[src/rtl/float_to_fixed_decimal_text_unit_assert.svh]
// ----------------------------------------------------------------------------
// Assertion macros
// Shared concurrent assertion forms for the decimal text unit.
// ----------------------------------------------------------------------------
`ifndef FLOAT_TO_FIXED_DECIMAL_TEXT_UNIT_ASSERT_SVH
`define FLOAT_TO_FIXED_DECIMAL_TEXT_UNIT_ASSERT_SVH

`ifndef ASSERT_OFF
// same-cycle implication
`define F2FD_ASSERT_IMP(label, clk, rst_n, ante, cons) \
  label: assert property (@(posedge clk) disable iff (!rst_n) (ante) |-> (cons)) \
    else $error("%m: implication check failed");
// next-cycle implication
`define F2FD_ASSERT_NXT(label, clk, rst_n, ante, cons) \
  label: assert property (@(posedge clk) disable iff (!rst_n) (ante) |=> (cons)) \
    else $error("%m: next-cycle check failed");
`else
`define F2FD_ASSERT_IMP(label, clk, rst_n, ante, cons)
`define F2FD_ASSERT_NXT(label, clk, rst_n, ante, cons)
`endif

`endif

[src/rtl/f2fd_pkg.sv]
// ----------------------------------------------------------------------------
// f2fd_pkg
// Types and constants of the float to fixed decimal text unit.
// ----------------------------------------------------------------------------
package f2fd_pkg;

  localparam int IPART_W   = 31;
  localparam int FRAC_BITS = 48;
  localparam int WIDE_W    = IPART_W + FRAC_BITS;
  localparam int DIGITS    = 10;
  localparam int DIG_IDX_W = 4;
  localparam int MANT_W    = 24;

  localparam logic [7:0] ALIGN_BIAS = 8'd102;
  localparam logic [7:0] SAT_EXP    = 8'd158;

  localparam logic [IPART_W-1:0] SAT_INTEGER = {IPART_W{1'b1}};

  localparam logic [2:0] FRACTION_DIGITS_RESET = 3'd4;
  localparam logic [3:0] MAX_FRACTION_DIGITS   = 4'd6;

  localparam logic [7:0] CH_ZERO  = 8'h30;
  localparam logic [7:0] CH_MINUS = 8'h2D;
  localparam logic [7:0] CH_POINT = 8'h2E;

  typedef enum logic [2:0] {
    ST_IDLE,
    ST_CONV,
    ST_SIGN,
    ST_INT,
    ST_POINT,
    ST_FRAC
  } f2fd_state_t;

  typedef struct packed {
    logic                 done;
    logic [DIG_IDX_W-1:0] top_idx;
  } f2fd_bcd_status_t;

endpackage

[src/rtl/float_to_fixed_decimal_text_unit.sv]
// ----------------------------------------------------------------------------
// float_to_fixed_decimal_text_unit
// Formats an IEEE single-precision value as fixed-point decimal ASCII text.
//
//   channel  handshake              payload
//   in       start / busy           in_value_bits
//   out      out_valid (strobe)     out_character, out_last, out_overflow
//   cfg      cfg_valid / cfg_ready  cfg_fraction_digits
//
// Each number runs through bit-serial BCD conversion of the integer part,
// then the pick of the leading digit, then its characters (at most 18).
// Characters leave one per cycle; the next start is taken on the cycle the
// last character is shown. Synchronous active-low reset; fraction_digits
// resets to 4. The receiver cannot stall.
// ----------------------------------------------------------------------------
`include "float_to_fixed_decimal_text_unit_assert.svh"

module float_to_fixed_decimal_text_unit (
  input  logic        clk,
  input  logic        rst_n,
  input  logic        start,
  output logic        busy,
  input  logic [31:0] in_value_bits,
  output logic        out_valid,
  output logic [7:0]  out_character,
  output logic        out_last,
  output logic        out_overflow,
  input  logic        cfg_valid,
  output logic        cfg_ready,
  input  logic [2:0]  cfg_fraction_digits
);
  import f2fd_pkg::*;

  f2fd_state_t          state_r, state_nxt;
  logic [2:0]           frac_digits_r;
  logic [2:0]           d_r, d_eff;
  logic                 neg_r, ovf_r;
  logic [DIG_IDX_W-1:0] idx_r, idx_nxt;
  logic [2:0]           cnt_r, cnt_nxt;
  logic [2:0]           cnt_inc;
  logic                 out_valid_r, valid_nxt;
  logic [7:0]           out_char_r, char_nxt;
  logic                 out_last_r, last_nxt;
  logic                 out_ovf_r;

  logic                 accept;
  logic                 bcd_load, frac_load, frac_step;
  logic [3:0]           int_digit, frac_digit;
  f2fd_bcd_status_t     bcd_status;

  logic [7:0]           bexp;
  logic [22:0]          man;
  logic [MANT_W-1:0]    mant;
  logic [7:0]           exp_eff;
  logic                 sat, tiny, is_nan, is_zero;
  logic [5:0]           shamt;
  logic [WIDE_W-1:0]    wide;
  logic [IPART_W-1:0]   ipart;
  logic [FRAC_BITS-1:0] fpart;

  // Align the significand as integer part plus FRAC_BITS fraction bits
  assign bexp    = in_value_bits[30:23];
  assign man     = in_value_bits[22:0];
  assign mant    = {(bexp != 8'd0), man};
  assign exp_eff = (bexp == 8'd0) ? 8'd1 : bexp;
  assign sat     = (bexp >= SAT_EXP);
  assign tiny    = (exp_eff < ALIGN_BIAS);
  assign is_nan  = (bexp == 8'hFF) && (man != 23'd0);
  assign is_zero = (bexp == 8'd0) && (man == 23'd0);
  assign shamt   = 6'(exp_eff - ALIGN_BIAS);
  assign wide    = WIDE_W'(mant) << shamt;
  assign ipart   = sat ? SAT_INTEGER : (tiny ? '0 : wide[WIDE_W-1:FRAC_BITS]);
  assign fpart   = (sat || tiny) ? '0 : wide[FRAC_BITS-1:0];

  assign d_eff = ({1'b0, frac_digits_r} > MAX_FRACTION_DIGITS) ?
                 MAX_FRACTION_DIGITS[2:0] : frac_digits_r;

  assign busy      = (state_r != ST_IDLE);
  assign accept    = start && !busy;
  assign cfg_ready = !busy;
  assign cnt_inc   = 3'(cnt_r + 3'd1);

  f2fd_bcd_conv u_bcd (
    .clk    (clk),
    .rst_n  (rst_n),
    .load   (bcd_load),
    .bin_in (ipart),
    .sel    (idx_r),
    .digit  (int_digit),
    .status (bcd_status)
  );

  f2fd_frac_gen u_frac (
    .clk     (clk),
    .load    (frac_load),
    .step    (frac_step),
    .frac_in (fpart),
    .digit   (frac_digit)
  );

  always_comb begin
    state_nxt = state_r;
    idx_nxt   = idx_r;
    cnt_nxt   = cnt_r;
    valid_nxt = 1'b0;
    char_nxt  = CH_ZERO;
    last_nxt  = 1'b0;
    bcd_load  = 1'b0;
    frac_load = 1'b0;
    frac_step = 1'b0;
    unique case (state_r)
      ST_IDLE: begin
        if (start) begin
          bcd_load  = 1'b1;
          frac_load = 1'b1;
          state_nxt = ST_CONV;
        end
      end
      ST_CONV: begin
        if (bcd_status.done) begin
          idx_nxt   = bcd_status.top_idx;
          state_nxt = neg_r ? ST_SIGN : ST_INT;
        end
      end
      ST_SIGN: begin
        valid_nxt = 1'b1;
        char_nxt  = CH_MINUS;
        state_nxt = ST_INT;
      end
      ST_INT: begin
        valid_nxt = 1'b1;
        char_nxt  = CH_ZERO + {4'd0, int_digit};
        if (idx_r == '0) begin
          if (d_r == 3'd0) begin
            last_nxt  = 1'b1;
            state_nxt = ST_IDLE;
          end else begin
            state_nxt = ST_POINT;
          end
        end else begin
          idx_nxt = idx_r - 1'b1;
        end
      end
      ST_POINT: begin
        valid_nxt = 1'b1;
        char_nxt  = CH_POINT;
        cnt_nxt   = 3'd0;
        state_nxt = ST_FRAC;
      end
      ST_FRAC: begin
        valid_nxt = 1'b1;
        char_nxt  = CH_ZERO + {4'd0, frac_digit};
        frac_step = 1'b1;
        cnt_nxt   = cnt_inc;
        if (cnt_inc == d_r) begin
          last_nxt  = 1'b1;
          state_nxt = ST_IDLE;
        end
      end
      default: begin
        state_nxt = ST_IDLE;
      end
    endcase
  end

  always_ff @(posedge clk) begin
    if (!rst_n) begin
      state_r       <= ST_IDLE;
      frac_digits_r <= FRACTION_DIGITS_RESET;
      out_valid_r   <= 1'b0;
    end else begin
      state_r     <= state_nxt;
      out_valid_r <= valid_nxt;
      if (cfg_valid && cfg_ready) begin
        frac_digits_r <= cfg_fraction_digits;
      end
    end
  end

  always_ff @(posedge clk) begin
    idx_r      <= idx_nxt;
    cnt_r      <= cnt_nxt;
    out_char_r <= char_nxt;
    out_last_r <= last_nxt;
    out_ovf_r  <= ovf_r;
    if (accept) begin
      neg_r <= in_value_bits[31] && !is_nan && !is_zero;
      ovf_r <= sat;
      d_r   <= d_eff;
    end
  end

  assign out_valid     = out_valid_r;
  assign out_character = out_char_r;
  assign out_last      = out_last_r;
  assign out_overflow  = out_ovf_r;

  `F2FD_ASSERT_IMP(a_busy_mid_text, clk, rst_n, out_valid && !out_last, busy)
  `F2FD_ASSERT_IMP(a_idle_after_last, clk, rst_n, out_valid && out_last, !busy)
  `F2FD_ASSERT_NXT(a_start_takes, clk, rst_n, accept, busy && !out_valid)
  `F2FD_ASSERT_IMP(a_char_legal, clk, rst_n, out_valid,
    (out_character == CH_MINUS) || (out_character == CH_POINT) ||
    ((out_character >= CH_ZERO) && (out_character <= CH_ZERO + 8'd9)))

endmodule

[src/rtl/f2fd_bcd_conv.sv]
// ----------------------------------------------------------------------------
// f2fd_bcd_conv
// Bit-serial binary to BCD converter (shift and add three), one bit a cycle.
// ----------------------------------------------------------------------------
module f2fd_bcd_conv (
  input  logic                           clk,
  input  logic                           rst_n,
  input  logic                           load,
  input  logic [f2fd_pkg::IPART_W-1:0]   bin_in,
  input  logic [f2fd_pkg::DIG_IDX_W-1:0] sel,
  output logic [3:0]                     digit,
  output f2fd_pkg::f2fd_bcd_status_t     status
);
  import f2fd_pkg::*;

  localparam int CNT_W = $clog2(IPART_W + 1);

  logic [DIGITS-1:0][3:0] bcd_r, bcd_nxt;
  logic [IPART_W-1:0]     bin_r, bin_nxt;
  logic [CNT_W-1:0]       cnt_r, cnt_nxt;
  logic [DIGITS*4-1:0]    adj;
  logic [DIG_IDX_W-1:0]   top;

  always_comb begin
    for (int i = 0; i < DIGITS; i++) begin
      adj[i*4 +: 4] = (bcd_r[i] >= 4'd5) ? 4'(bcd_r[i] + 4'd3) : bcd_r[i];
    end
  end

  always_comb begin
    bcd_nxt = bcd_r;
    bin_nxt = bin_r;
    cnt_nxt = cnt_r;
    if (load) begin
      bcd_nxt = '0;
      bin_nxt = bin_in;
      cnt_nxt = CNT_W'(IPART_W);
    end else if (cnt_r != '0) begin
      bcd_nxt = {adj[DIGITS*4-2:0], bin_r[IPART_W-1]};
      bin_nxt = {bin_r[IPART_W-2:0], 1'b0};
      cnt_nxt = cnt_r - 1'b1;
    end
  end

  always_ff @(posedge clk) begin
    if (!rst_n) begin
      cnt_r <= '0;
    end else begin
      cnt_r <= cnt_nxt;
    end
  end

  always_ff @(posedge clk) begin
    bcd_r <= bcd_nxt;
    bin_r <= bin_nxt;
  end

  always_comb begin
    top = '0;
    for (int i = 0; i < DIGITS; i++) begin
      if (bcd_r[i] != 4'd0) begin
        top = DIG_IDX_W'(i);
      end
    end
  end

  assign digit          = bcd_r[sel];
  assign status.done    = (cnt_r == '0);
  assign status.top_idx = top;

endmodule

[src/rtl/f2fd_frac_gen.sv]
// ----------------------------------------------------------------------------
// f2fd_frac_gen
// Fraction digit generator: one decimal digit per step by times-ten.
// ----------------------------------------------------------------------------
module f2fd_frac_gen (
  input  logic                           clk,
  input  logic                           load,
  input  logic                           step,
  input  logic [f2fd_pkg::FRAC_BITS-1:0] frac_in,
  output logic [3:0]                     digit
);
  import f2fd_pkg::*;

  logic [FRAC_BITS-1:0]   frac_r;
  logic [FRAC_BITS+3:0]   prod;

  assign prod  = {1'b0, frac_r, 3'b000} + {3'b000, frac_r, 1'b0};
  assign digit = prod[FRAC_BITS+3:FRAC_BITS];

  always_ff @(posedge clk) begin
    if (load) begin
      frac_r <= frac_in;
    end else if (step) begin
      frac_r <= prod[FRAC_BITS-1:0];
    end
  end

endmodule

[config.mk]
export PLATFORM = sky130hd
export DESIGN_NAME = float_to_fixed_decimal_text_unit
export DESIGN_NICKNAME = d
export VERILOG_FILES = /design/src/rtl/f2fd_pkg.sv /design/src/rtl/float_to_fixed_decimal_text_unit.sv /design/src/rtl/f2fd_bcd_conv.sv /design/src/rtl/f2fd_frac_gen.sv
export VERILOG_INCLUDE_DIRS = /design/src /design/src/rtl
export SDC_FILE = /design/constraint.sdc
export NUM_CORES = 1
export LEC_CHECK = 0
export ABC_AREA = 0
export BUFFER_PORTS_ARGS = -buffer_cell sky130_fd_sc_hd__buf_2
export CAP_MARGIN = 20
export CORE_ASPECT_RATIO = 0.75
export CORE_MARGIN = 3
export CORE_UTILIZATION = 45
export DETAILED_ROUTE_END_ITERATION = 6
export PLACE_DENSITY = 0.67
export RECOVER_POWER = 25
export SYNTH_ARGS = -nofsm -noshare
export SYNTH_HDL_FRONTEND = slang
export SYNTH_SLANG_ARGS = --single-unit
export TNS_END_PERCENT = 5
[constraint.sdc]
create_clock -name clk -period 2.95 [get_ports clk]
set_input_delay 0.1475 -clock clk [delete_from_list [all_inputs] [get_ports clk]]
set_output_delay 0.1475 -clock clk [all_outputs]
set_load 0.1 [all_outputs]
Yosys cells after proc, flatten, opt, wreduce, memory -nomap -nowiden
Cells that the tools add are included.
Storage, ports and cells
  bits of input ports: 39
  output and inout bits: 13
  register bits after elaboration: 153
  word-level logic and storage cells: 155
Operators by class
  add/sub/neg operators: 17
  mux-type cells: 51
  equal/unequal tests: 12
  reductions and logical operators: 36
  order comparisons: 14
  shift-type cells: 1
Operators with widths (number)
  two-way mux 48 bit: 3
  two-way mux 31 bit: 4
  left shift 24 x 6 -> 79 bit: 1
  two-way mux 4 bit: 14
  adder 51 x 49 -> 52 bit: 1
  >= comparator 4 x 3 -> 1 bit (second input constant): 10
  adder 4 x 2 -> 4 bit (second input constant): 9
  nonzero test 4 bit: 9
  two-way mux 3 bit: 10
  case mux 7 bit (4 select lines): 1
  logical NOT 23 bit: 1
  nonzero test 23 bit: 1
  case mux 3 bit (6 select lines): 1
  binary-select mux 4 bit (select 4 bit): 1
  adder 6 x 4 -> 7 bit (first input constant): 2
  two-way mux 5 bit: 2
  inequality test 2 bit (second input constant): 5
  two-way mux 1 bit: 9
  == test 8 bit (second input constant): 1
  >= comparator 8 bit (second input constant): 1
  logical NOT 8 bit: 1
  < comparator 8 x 7 -> 1 bit (second input constant): 1
  two-way mux 8 bit: 1
  case mux 4 bit (2 select lines): 1
  other kinds (27): 41

Logic depth before layout (Yosys ltp)
Gate-level depths: netlist of run 1.
  depth in word-level cells: 12
  depth in mapped cells: 14
  mapped depth without buffers: 12

Modules after synthesis
From an unflattened synthesis of run 1, not the netlist that was laid out.
Second synthesis, totals
  cells, all modules: 1571
  area total of the unflattened synthesis: 13302.8 um^2
By module, submodules not included
  f2fd_frac_gen: instances 1, sequential area each 1441.4 um^2, cells an instance 533, area each 4675.7 um^2
  float_to_fixed_decimal_text_unit: instances 1, sequential area each 640.6 um^2, cells an instance 627, area each 4409.2 um^2
  f2fd_bcd_conv: instances 1, sequential area each 1831.8 um^2, cells an instance 411, area each 4217.8 um^2

Worst setup path before layout of run 1
Ideal clock, no wire load.
  path type: register to register
  start: register state_r[2]
  end: register u_frac.frac_r[0] (enable)
  slack: -1.074 ns
  period minus slack after synthesis: 4.024 ns
  path buffers: 3
  stages on the path, launching flop included: 8
  required time: 2.365 ns
  setup time: 0.585 ns
  arrival time: 3.439 ns
  cells stage by stage: dfxtp_1 -> buf_2 -> or3_1 -> inv_2 -> nand2_2 -> clkbuf_1 -> clkbuf_1 -> nand2_1
Between the ends
  word-level cells in the longest chain between the ends: 3
  elaborated cells on any way between the ends: 5
  those cells by class: eq/ne (1); mux (2); reduce/logical (2)
RTL lines
  from (decl): line float_to_fixed_decimal_text_unit.sv:34  | f2fd_state_t state_r, state_nxt;
  from (signal assigned): line float_to_fixed_decimal_text_unit.sv:172  | state_r <= state_nxt;
  == test 3 bit / logical NOT 3 bit (equally long branches): line float_to_fixed_decimal_text_unit.sv:111  | unique case (state_r)
  two-way mux 1 bit: line float_to_fixed_decimal_text_unit.sv:111
  nonzero test 2 bit (no source line) (*)
  to (signal assigned): line f2fd_frac_gen.sv:22  | frac_r <= frac_in;
  to (signal assigned): line f2fd_frac_gen.sv:24  | frac_r <= prod[FRAC_BITS-1:0];
  to (decl): line f2fd_frac_gen.sv:14  | logic [FRAC_BITS-1:0] frac_r;
Mark *: on every way between the ends. The rest lies on a longest branch, timed or not.
A chain may end at the register's enable or synchronous reset.

Worst setup path in the final report of run 1
  start: register u_frac.frac_r[2]
  end: register u_frac.frac_r[45], data pin
Between the ends
  word-level cells in the longest chain between the ends: 3
RTL lines
  adder 51 x 49 -> 52 bit: line f2fd_frac_gen.sv:17  | assign prod = {1'b0, frac_r, 3'b000} + {3'b000, frac_r, 1'b0};
  two-way mux 48 bit: line f2fd_frac_gen.sv:23  | end else if (step) begin
  two-way mux 48 bit: line f2fd_frac_gen.sv:21  | if (load) begin
Every way passes these cells. The select of a mux whose other input is x is not followed.

==> results of run 1 <==
[power groups by stage]
stage	clock network [W]	registers (W)	logic [W]
floorplan	0	0.00367	0.00653
global placement	0	0.00386	0.00892
detailed placement	0	0.00387	0.00906
CTS	0.00213	0.00383	0.00941
global route	0.00220	0.00393	0.0107
finish	0.00209	0.00386	0.00970
[routing by layer]
layer / up-vias / part of all wire [%] / track usage (%)
met5: - / 0 / 0
met4: 0 / 1.4 / 5.66
met3: 51 / 9.8 / 6.34
met2: 533 / 42 / 35.7
met1: 5549 / 47 / 37.5
li1: 5568 / - / -
[area by class of cell]
type | count | area (um2) | area share [%]
clock buffers | 22 | 474 | 3.34
clock inverters | 10 | 70.1 | 0.493
repair buffers | 175 | 1200 | 8.45
inverters | 49 | 188 | 1.32
well taps | 344 | 430 | 3.03
multi-input cells | 1160 | 7930 | 55.8
flip-flops and latches | 150 | 3910 | 27.5
[per-stage QoR]
stage          setup TNS (ps)  utilization, %  instances  worst slack [ps]
2_1_floorplan            -377               -       1447             -76.1
3_3_place_gp             -874            50.7       1857              -128
3_5_place_dp            -2070            50.7       1857              -260
4_1_cts                  -103            53.7       1905             -41.1
5_1_grt                 -2310            53.9       1910              -175
6_report                -37.2            53.9       1910             -19.3
[registers in the layout (all words and copies together), names as in the netlist]
name,cells
ovf_r,1
d_r,3
idx_r,4
u_bcd.bin_r,31
u_bcd.bcd_r,40
neg_r,1
out_valid,1
out_last,1
out_overflow,1
frac_digits_r,3
out_character,5
state_r,3
cnt_r,3
u_frac.frac_r,48
u_bcd.cnt_r,5
[worst max-delay path: cells and delay by family, from the launching register on]
| kind | cells | cell delay (ps) |
|---|---|---|
| flip-flops | 1 | 400 |
| adder cells (fa/ha/maj) | 2 | 560 |
| AND/OR/NAND/NOR | 3 | 300 |
| multiplexers | 1 | 210 |
| AO/OA/AOI/OAI | 6 | 1080 |
| buffers and inverters | 1 | 160 |
[repair_timing]
action | CTS | global route
setup endpoints to repair | 24 | 25
setup buffers | 11 | 5
pin swaps | 19 | 16
hold buffers | 5 | 0
resized for setup | 21 | 13
hold endpoints to repair | 3 | 0
[kinds of logic (layout without fill, tap and decap cells)]
| logic type | Yosys count | in the layout | share of synthesized area (%) |
|---|---|---|---|
| muxes | 95 | 95 | 9.46 |
| AOI/OAI and AO/OA | 477 | 477 | 24.8 |
| other | 2 | 3 | 0.0614 |
| buffers and inverters | 137 | 256 | 4.66 |
| xor gates and xnor gates | 61 | 61 | 4.37 |
| adders and majority gates | 72 | 72 | 7.43 |
| and+or+nand+nor | 452 | 452 | 17.2 |
| DFF | 150 | 150 | 32.0 |
[worst max-delay path by stage]
stage                           from                end  slack [ps]  depth (start not counted)
floorplan           u_frac.frac_r[0]  u_frac.frac_r[33]         -80                         12
global placement    u_frac.frac_r[0]  u_frac.frac_r[33]        -130                         12
detailed placement  u_frac.frac_r[0]  u_frac.frac_r[33]        -260                         12
CTS                 u_frac.frac_r[3]  u_frac.frac_r[44]         -40                         11
global route        u_frac.frac_r[6]  u_frac.frac_r[36]        -170                         11
finish              u_frac.frac_r[2]  u_frac.frac_r[45]         -20                         13
[Yosys cell counts, types with 9 or more instances]
cell and count:
sky130_fd_sc_hd__a211oi_1 20, sky130_fd_sc_hd__a21boi_0 9, sky130_fd_sc_hd__a21o_1 29, sky130_fd_sc_hd__a21oi_1 139
sky130_fd_sc_hd__a22oi_1 12, sky130_fd_sc_hd__a31oi_1 10, sky130_fd_sc_hd__and3_1 9, sky130_fd_sc_hd__buf_1 12
sky130_fd_sc_hd__buf_2 13, sky130_fd_sc_hd__clkbuf_1 57, sky130_fd_sc_hd__dfxtp_1 59, sky130_fd_sc_hd__edfxtp_1 91
sky130_fd_sc_hd__ha_1 71, sky130_fd_sc_hd__inv_1 45, sky130_fd_sc_hd__mux2i_1 72, sky130_fd_sc_hd__mux4_2 12
sky130_fd_sc_hd__nand2_1 193, sky130_fd_sc_hd__nand2b_1 16, sky130_fd_sc_hd__nand3_1 32, sky130_fd_sc_hd__nand4_1 16
sky130_fd_sc_hd__nor2_1 92, sky130_fd_sc_hd__nor3_1 28, sky130_fd_sc_hd__nor3b_1 13, sky130_fd_sc_hd__nor4_1 10
sky130_fd_sc_hd__o211ai_1 13, sky130_fd_sc_hd__o21a_1 20, sky130_fd_sc_hd__o21ai_0 72, sky130_fd_sc_hd__o21ai_1 57
sky130_fd_sc_hd__o22ai_1 25, sky130_fd_sc_hd__xnor2_1 40, sky130_fd_sc_hd__xor2_1 21
==> reports/qor.json, run 1 <==
{
  "grt_max_degree": 65,
  "drt_pass1_iterations": 6,
  "vias_post_dr": 11701,
  "synth-edff-count": 91,
  "async_reset_ff_share_pct": 0,
  "grt_antenna_before_repair": 0,
  "initial_core_util_pct": 46.4,
  "grt.total_usage_pct": 24.9,
  "r2r-end": "u_frac.frac_r[45]",
  "power_per_cell_area_mw_per_mm2": 1100,
  "yosys_register_bits": 150,
  "placementRows": 51,
  "io_buffers": 48,
  "timing.max_cap.violations": 0,
  "timing.hold.worst.start": "start",
  "critical_path.endpoint_type": "register",
  "routedWlPerCell_um": 19.0,
  "wl_um": 36300,
  "ant_diodes": 0,
  "finish.net_count": 1664,
  "synth.top_cells.by_area": "sky130_fd_sc_hd__edfxtp_1, sky130_fd_sc_hd__dfxtp_1, sky130_fd_sc_hd__ha_1",
  "place.detailed.hpwl_um": 26900,
  "power.leakage_nw": 5.63,
  "clock_buffer_count_from_cts": 17,
  "chipHeight_um": 149,
  "dpl_cell_area_mm2": 0.0134,
  "ant_nets": 0,
  "clock_latency_ps": 440,
  "wire_length_of_the_first_global_routing_pass_um": 58600,
  "final_common_cell": "sky130_fd_sc_hd__nand2_1",
  "required_ps": 3120,
  "slew_viol_final": 0,
  "die-width_um": 196,
  "finalPower_w": 0.0156,
  "synth_top_area_share_pct": 22.4,
  "grt-ovfl-total": 0,
  "avg_cell_area_syn_um2": 8.45,
  "area_growth_syn_to_layout_pct": 16.3,
  "crit_fanout": 3,
  "design.die.area_mm2": 0.0292,
  "whs_ps": 9.47,
  "r2r-start": "u_frac.frac_r[2]",
  "synth_cell_types": 88,
  "min_path_type": "in2reg",
  "clock_tree.root_cell": "sky130_fd_sc_hd__clkbuf_16",
  "synth_top_area_cell": "sky130_fd_sc_hd__edfxtp_1",
  "timing_worst_slew_pin_value_ps": 1230,
  "power_report.internal_total_w": 0.00867,
  "final.setup.worst_slack_ps": -19.3,
  "route.detailed.drc": 0,
  "critical_path_class": "reg2reg",
  "setup.worst_path.start_class": "register",
  "routed_via_density": 6.13,
  "place_congestion": 0.997,
  "period_needed_ps": 2970,
  "status": "finished with violations",
  "maxClockFrequency_mhz": 337,
  "max_stage_delay_ps": 400,
  "cts_tree": "yes",
  "synth-seq-area-share_pct": 32.0,
  "postLayoutCellArea_mm2": 0.0142,
  "first_global_vias": 10801,
  "worst_slew_margin_rel_pct": 18.2,
  "layout-drive-gt1-share_pct": 17.8,
  "crit_path_cell_trace": "ha_2 > fa_2 > a21o_1 > nand4_1 > nand3_2 > a211oi_4 > a211oi_2 > o211ai_1 > buf_4 > a211oi_2 > o21ai_1 > mux2i_1 > nand3_1",
  "share_clk_of_total_power_pct": 13.3,
  "synth_area_mm2": 0.0122,
  "layout_common_cells": "sky130_fd_sc_hd__nand2_1, sky130_fd_sc_hd__a21oi_1, sky130_fd_sc_hd__buf_4, sky130_fd_sc_hd__nor2_1, sky130_fd_sc_hd__edfxtp_1",
  "grt_setup_unrepaired": "true",
  "worstPathArrival_ps": 3140,
  "critical-path-top-cell-by-count": "sky130_fd_sc_hd__a211oi_2",
  "max-clock-path-buffers": 2,
  "pwr-share-comb_pct": 62.0,
  "drt_iter0_markers": 1077,
  "cp_slowest_cell": "sky130_fd_sc_hd__edfxtp_1",
  "clkSinkCount": 150,
  "cts.clk_slew.worst_paths_ps": 70,
  "hold_depth": 3,
  "p_seq_share_pct": 24.6,
  "prevailing_post_synth_register_cell": "sky130_fd_sc_hd__edfxtp_1",
  "power.ir.vdd_worst_mv": 0.457,
  "finalCritPeriodShare_pct": 101,
  "setup_viol": 4,
  "min_delay_worst_endpoint": "state_r[0]",
  "io-pin-count": 52,
  "violated_checks": "negative setup slack",
  "switching_share_pct": 44.6,
  "ys_warn_count": 0,
  "finClkSkew_ps": 13.4,
  "synthesis.instances": 1446,
  "p_switching_w": 0.00698,
  "htree_num_levels": 4,
  "timing_hold_violations_final": 0,
  "final.fill_count": 2423,
  "ff2ff_path_depth": 13,
  "reg2reg_slack_ps": -20,
  "core_mm2": 0.0264
}
(Power assumes the default switching activity.)
==> inputs of run 2 (changes only) <==
HOLD_SLACK_MARGIN = 0.1   (was default)
PLACE_DENSITY = 0.64   (was 0.67)
clock period = 3.3 ns   (was 2.95 ns; I/O delays follow)
==> run 2 against run 1 <==
  * The run now ends clean
  * Sequential power decreased by 10%
  * Largest power group unchanged
  * Clock power decreased by 2%
  * Highest routed layer is now met5
  * Setup slack improved by 140 ps
==> reports/qor.json, run 2 (synthesis results as in run 1) <==
{
  "grt_max_degree": {"value": 86, "change": "+32%"},
  "critical-path-top-cell-by-count": "sky130_fd_sc_hd__a221oi_2",
  "clock_buffer_count_from_cts": {"value": 17, "change": "unchanged"},
  "period_needed": {"value": 3180, "unit": "ps", "change": "+209 ps"},
  "slew_viol_final": {"value": 0, "change": "unchanged"},
  "clock_tree.root_cell": "sky130_fd_sc_hd__clkbuf_16",
  "power.leakage": {"value": 5.27, "unit": "nW", "change": "-6.3%"},
  "required": {"value": 3470, "unit": "ps", "change": "+350 ps"},
  "place.detailed.hpwl": {"value": 26400, "unit": "um", "change": "-1.9%"},
  "crit_fanout": {"value": 5, "change": "+2"},
  "postLayoutCellArea": {"value": 0.0136, "unit": "mm2", "change": "-4.3%"},
  "timing_hold_violations_final": {"value": 0, "change": "unchanged"},
  "area_growth_syn_to_layout_pct": 11.3,
  "dpl_cell_area": {"value": 0.0129, "unit": "mm2", "change": "-3.6%"},
  "maxClockFrequency": {"value": 315, "unit": "MHz", "change": "-6.6%"},
  "ant_nets": {"value": 0, "change": "unchanged"},
  "core": {"value": 0.0264, "unit": "mm2", "change": "unchanged"},
  "wl": {"value": 36000, "unit": "um", "change": "-0.75%"},
  "cp_slowest_cell": "sky130_fd_sc_hd__o21ai_0",
  "cp_top_family": "compound AO/OA/AOI/OAI gates",
  "largest_reg_flops": {"value": 48, "change": "unchanged"},
  "initial_core_util": {"value": 46.4, "unit": "%", "change": "unchanged"},
  "top_regs": "u_frac.frac_r: 48 flops, u_bcd.bcd_r: 40 flops, u_bcd.bin_r: 31 flops",
  "top_layer": "met5",
  "htree_num_levels": {"value": 4, "change": "unchanged"},
  "max-clock-path-buffers": {"value": 2, "change": "unchanged"},
  "finalCritPeriodShare": {"value": 96.3, "unit": "%", "change": "-4.3 points"},
  "power.ir.vdd_worst": {"value": 0.501, "unit": "mV", "change": "+9.7%"},
  "wl_met1": {"value": 17900, "unit": "um", "change": "+4.7%"},
  "finClkSkew": {"value": 10.3, "unit": "ps", "change": "-3.10 ps"},
  "clkSinkCount": {"value": 150, "change": "unchanged"},
  "routed_via_density": {"value": 6.19, "change": "+1.1%"},
  "drt_iter0_markers": {"value": 1092, "change": "+1.4%"},
  "wire_length_of_the_first_global_routing_pass": {"value": 56800, "unit": "um", "change": "-2.9%"},
  "finalPower": {"value": 0.0133, "unit": "W", "change": "-15%"},
  "dr_wl_met2": {"value": 14900, "unit": "um", "change": "-1.2%"},
  "design.die.area": {"value": 0.0292, "unit": "mm2", "change": "unchanged"},
  "vias_post_dr": {"value": 11378, "change": "-2.8%"},
  "setup_tns": {"value": 0, "unit": "ps", "change": "+37.2 ps"},
  "timing.max_cap.violations": {"value": 0, "change": "unchanged"},
  "chipHeight": {"value": 149, "unit": "um", "change": "unchanged"},
  "power_per_cell_area": {"value": 977, "unit": "mW/mm2", "change": "-11%"},
  "clock_latency": {"value": 440, "unit": "ps", "change": "about the same"},
  "first_global_vias": {"value": 10278, "change": "-4.8%"},
  "grt.total_usage": {"value": 24.3, "unit": "%", "change": "-0.56 points"},
  "drt_pass1_iterations": {"value": 6, "change": "unchanged"},
  "worst_slew_margin_rel": {"value": 16.4, "unit": "%", "change": "-1.8 points"},
  "timing_worst_slew_pin_value": {"value": 1250, "unit": "ps", "change": "+21.4 ps"},
  "crit_path_cell_trace": "ha_1 > o21ai_0 > o31ai_2 > a221oi_2 > nor3_2 > a221oi_2 > nor4_1 > o22ai_1 > mux2i_1 > o21ai_1",
  "ant_diodes": {"value": 0, "change": "unchanged"},
  "io-pin-count": {"value": 52, "change": "unchanged"},
  "layout-drive-gt1-share": {"value": 11.7, "unit": "%", "change": "-6.1 points"},
  "placementRows": {"value": 51, "change": "unchanged"},
  "worstPathArrival": {"value": 3350, "unit": "ps", "change": "+210 ps"},
  "status": "completed",
  "routedWlPerCell": {"value": 19.6, "unit": "um", "change": "+3.2%"},
  "timing.critical_path.buf_inv": {"value": 0, "change": "-1"},
  "io_buffers": {"value": 48, "change": "unchanged"},
  "largest_register": "u_frac.frac_r",
  "critical_path.endpoint_type": "register",
  "route.detailed.drc": {"value": 0, "change": "unchanged"},
  "setup_viol": {"value": 0, "change": "-4"},
  "min_path_type": "in2reg",
  "place_congestion": {"value": 0.966, "change": "-3.2%"},
  "wl_met3": {"value": 2760, "unit": "um", "change": "-23%"},
  "die-width": {"value": 196, "unit": "um", "change": "unchanged"},
  "grt_antenna_before_repair": {"value": 1, "change": "+1"},
  "cts.clk_slew.worst_paths": {"value": 70, "unit": "ps", "change": "about the same"},
  "finish.net_count": {"value": 1591, "change": "-4.4%"},
  "postCtsSetupBuffers": {"value": 0, "change": "-11"},
  "layout_common_cells": "sky130_fd_sc_hd__nand2_1, sky130_fd_sc_hd__a21oi_1, sky130_fd_sc_hd__edfxtp_1, sky130_fd_sc_hd__nor2_1, sky130_fd_sc_hd__o21ai_0",
  "final_common_cell": "sky130_fd_sc_hd__nand2_1",
  "max_stage_delay": {"value": 460, "unit": "ps", "change": "+60 ps"},
  "critical_path_class": "reg2reg",
  "grt-ovfl-total": {"value": 0, "change": "unchanged"},
  "setup.worst_path.start_class": "register",
  "cts_tree": "yes"
}
[run 2: changes by cell type in the layout (fill, tap and decap cells not counted), moves of 4 or more]
cell / before / now
sky130_fd_sc_hd__a21oi_1: 133 / 138
sky130_fd_sc_hd__a21oi_2: 13 / 8
sky130_fd_sc_hd__buf_4: 118 / 36
sky130_fd_sc_hd__dlygate4sd3_1: 5 / 13
sky130_fd_sc_hd__ha_1: 65 / 69
[run 2: layer usage]
layer  vias to the layer above  track usage (%)
li1                       5413                -
met5                         -                0
met1                      5464             38.1
met2                       458             34.6
met4                         2             5.24
met3                        41             4.35
[run 2: area by class of cell]
type                       count  area, um2
sequential                   150       3910
clock inverter                 8       82.6
multi-input combinational   1160       7810
clock buffer                  24        514
fill                        2455      12800
timing repair buffer         102        663
tap                          344        430
inverter                      49        186
[run 2: repair_timing]
item	in CTS	in global routing
hold endpoints to repair	11	0
setup endpoints to repair	0	11
hold buffers	13	0
gates resized for setup	0	10
[run 2: worst paths after layout]
check | from | to | slack [ps] | cells after the start
setup / recovery | u_frac.frac_r[4] | u_frac.frac_r[36] | 120 | 10
hold / removal | in_value_bits[0] | u_frac.frac_r[0] | 250 | 3
setup reg to reg | u_frac.frac_r[4] | u_frac.frac_r[36] | 120 | 10
hold reg to reg | ovf_r | out_overflow | 340 | 0
[run 2: where the power goes]
| group | switching [W] | internal, W |
|---|---|---|
| Clock | 0.000861 | 0.00118 |
| Combinational | 0.00463 | 0.00317 |
| Sequential | 0.000546 | 0.00291 |
[run 2: through the flow]
step	instances	worst slack (ps)	utilization (%)	hold slack [ps]
after floorplan	1447	81.4	-	313
after global placement	1792	134	48.9	361
after detailed placement	1792	78.3	48.9	355
after CTS	1837	19.8	51.6	216
after global routing	1837	-34.8	51.6	259
final	1837	122	51.6	252
[run 2: worst reg2reg max path, delay by kind of cell, from the launching register on]
family,cells,cell delay (ps)
flip-flops,1,410
adder cells (fa/ha/maj),1,380
AO/OA/AOI/OAI,6,1690
multiplexers,1,230
AND/OR/NAND/NOR,2,190
==> inputs of run 3 (changes only) <==
CORE_MARGIN = 2   (was 3)
==> run 3 against run 2 <==
  * Sequential cell count unchanged
  * Setup slack worse by 6.9 ps
  * Via count down 1.2%
  * Total power down 0.73%
==> reports/qor.json, run 3 (synthesis results as in run 1) <==
{
  "grt_setup_unrepaired": "true",
  "max-clock-path-buffers": {"value": 2, "change": "unchanged"},
  "crit_fanout": {"value": 4, "change": "-1"},
  "final.fill_count": {"value": 2543, "change": "+3.6%"},
  "grt_antenna_before_repair": {"value": 1, "change": "unchanged"},
  "power.leakage": {"value": 5.30, "unit": "nW", "change": "+0.49%"},
  "clock_buffer_count_from_cts": {"value": 17, "change": "unchanged"},
  "maxClockFrequency": {"value": 314, "unit": "MHz", "change": "-0.22%"},
  "timing.critical_path.buf_inv": {"value": 0, "change": "unchanged"},
  "power.ir.vdd_worst": {"value": 0.473, "unit": "mV", "change": "-5.5%"},
  "area_growth_syn_to_layout_pct": 11.5,
  "vias_post_dr": {"value": 11244, "change": "-1.2%"},
  "core": {"value": 0.0269, "unit": "mm2", "change": "+2.0%"},
  "htree_num_levels": {"value": 4, "change": "unchanged"},
  "dr_wl_met2": {"value": 14300, "unit": "um", "change": "-4.5%"},
  "routedWlPerCell": {"value": 19.1, "unit": "um", "change": "-2.7%"},
  "drt_iter0_markers": {"value": 1295, "change": "+19%"},
  "largest_register": "u_frac.frac_r",
  "finalCritPeriodShare": {"value": 96.5, "unit": "%", "change": "+0.21 points"},
  "cp_slowest_cell": "sky130_fd_sc_hd__edfxtp_1",
  "wl_met1": {"value": 17500, "unit": "um", "change": "-2.3%"},
  "postCtsSetupBuffers": {"value": 0, "change": "unchanged"},
  "crit_path_cell_trace": "ha_1 > a211oi_2 > o21a_1 > nor3_1 > a211o_2 > a32oi_2 > nand4_1 > and2_4 > a31oi_1 > xor2_1 > o221ai_1",
  "cp_top_family": "compound AO/OA/AOI/OAI gates",
  "wl_met3": {"value": 2980, "unit": "um", "change": "+8.0%"},
  "place_congestion": {"value": 0.957, "change": "-0.90%"},
  "place.detailed.hpwl": {"value": 25700, "unit": "um", "change": "-2.6%"},
  "largest_reg_flops": {"value": 48, "change": "unchanged"},
  "finClkSkew": {"value": 13.0, "unit": "ps", "change": "+2.74 ps"},
  "layout_common_cells": "sky130_fd_sc_hd__nand2_1, sky130_fd_sc_hd__a21oi_1, sky130_fd_sc_hd__nor2_1, sky130_fd_sc_hd__edfxtp_1",
  "cts_tree": "yes",
  "timing_worst_slew_pin_value": {"value": 1220, "unit": "ps", "change": "-38.5 ps"},
  "drt_pass1_iterations": {"value": 6, "change": "unchanged"},
  "final.setup.worst_slack": {"value": 115, "unit": "ps", "change": "-6.87 ps"},
  "power_per_cell_area": {"value": 968, "unit": "mW/mm2", "change": "-0.92%"},
  "chipHeight": {"value": 147, "unit": "um", "change": "-1.3%"},
  "timing_hold_violations_final": {"value": 0, "change": "unchanged"},
  "cts.clk_slew.worst_paths": {"value": 70, "unit": "ps", "change": "about the same"},
  "grt.total_usage": {"value": 24.8, "unit": "%", "change": "+0.45 points"},
  "top_layer": "met4",
  "die-width": {"value": 194, "unit": "um", "change": "-1.0%"},
  "top_regs": "u_frac.frac_r: 48 flops, u_bcd.bcd_r: 40 flops, u_bcd.bin_r: 31 flops",
  "worstPathArrival": {"value": 3350, "unit": "ps", "change": "about the same"},
  "status": "completed",
  "placementRows": {"value": 52, "change": "+2.0%"},
  "slew_viol_final": {"value": 0, "change": "unchanged"},
  "routed_via_density": {"value": 6.08, "change": "-1.8%"},
  "required": {"value": 3470, "unit": "ps", "change": "about the same"},
  "max_stage_delay": {"value": 450, "unit": "ps", "change": "about the same"},
  "setup.worst_path.start_class": "register",
  "clkSinkCount": {"value": 150, "change": "unchanged"},
  "final_common_cell": "sky130_fd_sc_hd__nand2_1",
  "fin_util": {"value": 50.7, "unit": "%", "change": "-0.89 points"},
  "worst_slew_margin_rel": {"value": 19.3, "unit": "%", "change": "+2.9 points"},
  "grt-ovfl-total": {"value": 0, "change": "unchanged"},
  "clock_tree.root_cell": "sky130_fd_sc_hd__clkbuf_16",
  "critical_path.endpoint_type": "register",
  "ant_diodes": {"value": 0, "change": "unchanged"},
  "io-pin-count": {"value": 52, "change": "unchanged"},
  "critical_path_class": "reg2reg",
  "io_buffers": {"value": 48, "change": "unchanged"},
  "timing.max_cap.violations": {"value": 0, "change": "unchanged"},
  "ant_nets": {"value": 0, "change": "unchanged"},
  "wl": {"value": 35300, "unit": "um", "change": "-2.1%"},
  "initial_core_util": {"value": 45.5, "unit": "%", "change": "-0.89 points"},
  "period_needed": {"value": 3190, "unit": "ps", "change": "+6.87 ps"},
  "clock_latency": {"value": 440, "unit": "ps", "change": "about the same"},
  "setup_viol": {"value": 0, "change": "unchanged"},
  "wire_length_of_the_first_global_routing_pass": {"value": 56100, "unit": "um", "change": "-1.3%"},
  "post-place-ws": {"value": 83.6, "unit": "ps", "change": "+5.30 ps"},
  "design.die.area": {"value": 0.0285, "unit": "mm2", "change": "-2.3%"},
  "grt_max_degree": {"value": 86, "change": "unchanged"},
  "finish.net_count": {"value": 1595, "change": "+0.25%"},
  "first_global_vias": {"value": 10153, "change": "-1.2%"},
  "layout-drive-gt1-share": {"value": 12.1, "unit": "%", "change": "+0.44 points"},
  "route.detailed.drc": {"value": 0, "change": "unchanged"},
  "min_path_type": "in2reg"
}
## run 3: cell count changes in the layout (fill, tap and decap cells not counted), sizes merged
| cell | delta |
|---|---|
| clkinv | +2 |
| buf | +7 |
| clkbuf | -6 |
| bufinv | -1 |
| inv | +2 |
## run 3: layer usage
metal / global-route usage, % / vias to the layer above
met5: 0 / -
met4: 6.58 / 0
met3: 4.71 / 47
met2: 34.0 / 486
met1: 39.0 / 5288
li1: - / 5423
## run 3: metrics by stage
step / total power, W / TNS (ps) / hold WS (ps) / instances / instance area (um2)
3_3_place_gp: 0.0109 / 0 / 353 / 1803 / 12900
5_1_grt: 0.0141 / -9.95 / 224 / 1848 / 13600
2_1_floorplan: 0.00912 / 0 / 313 / 1447 / 12200
3_5_place_dp: 0.0110 / 0 / 330 / 1803 / 12900
6_report: 0.0132 / 0 / 200 / 1848 / 13600
4_1_cts: 0.0130 / 0 / 184 / 1848 / 13600
## run 3: path summary, 6_finish.rpt
path | from | endpoint | slack [ps] | cells after the start
hold / removal | in_value_bits[0] | u_frac.frac_r[0] | 200 | 3
hold reg to reg | ovf_r | out_overflow | 350 | 0
setup reg to reg | u_frac.frac_r[1] | u_frac.frac_r[44] | 110 | 11
setup / recovery | u_frac.frac_r[1] | u_frac.frac_r[44] | 110 | 11
## run 3: timing repair
item,4_1_cts,5_1_grt
setup endpoints to repair,0,9
resized for setup,0,5
hold buffers,13,0
endpoints found under the hold margin,13,0
## run 3: final cells by class
| type | count | area, um2 | share of cell area [%] |
|---|---|---|---|
| Inverter | 49 | 186 | 1.37 |
| Sequential cell | 150 | 3910 | 28.7 |
| Clock buffer | 21 | 493 | 3.62 |
| Timing Repair Buffer | 106 | 714 | 5.24 |
| Tap cell | 351 | 439 | 3.22 |
| Multi-Input combinational cell | 1160 | 7800 | 57.2 |
| Clock inverter | 11 | 80.1 | 0.588 |
## run 3: report_power, final
group	switching, W	internal (W)
registers	0.000530	0.00291
clock network	0.000869	0.00108
logic	0.00460	0.00320
total	0.00600	0.00720
## run 3: worst min-delay path: cells and delay by family
family | cells | cell delay, ps
buffers and inverters | 1 | 120
and+or+nand+nor | 2 | 190
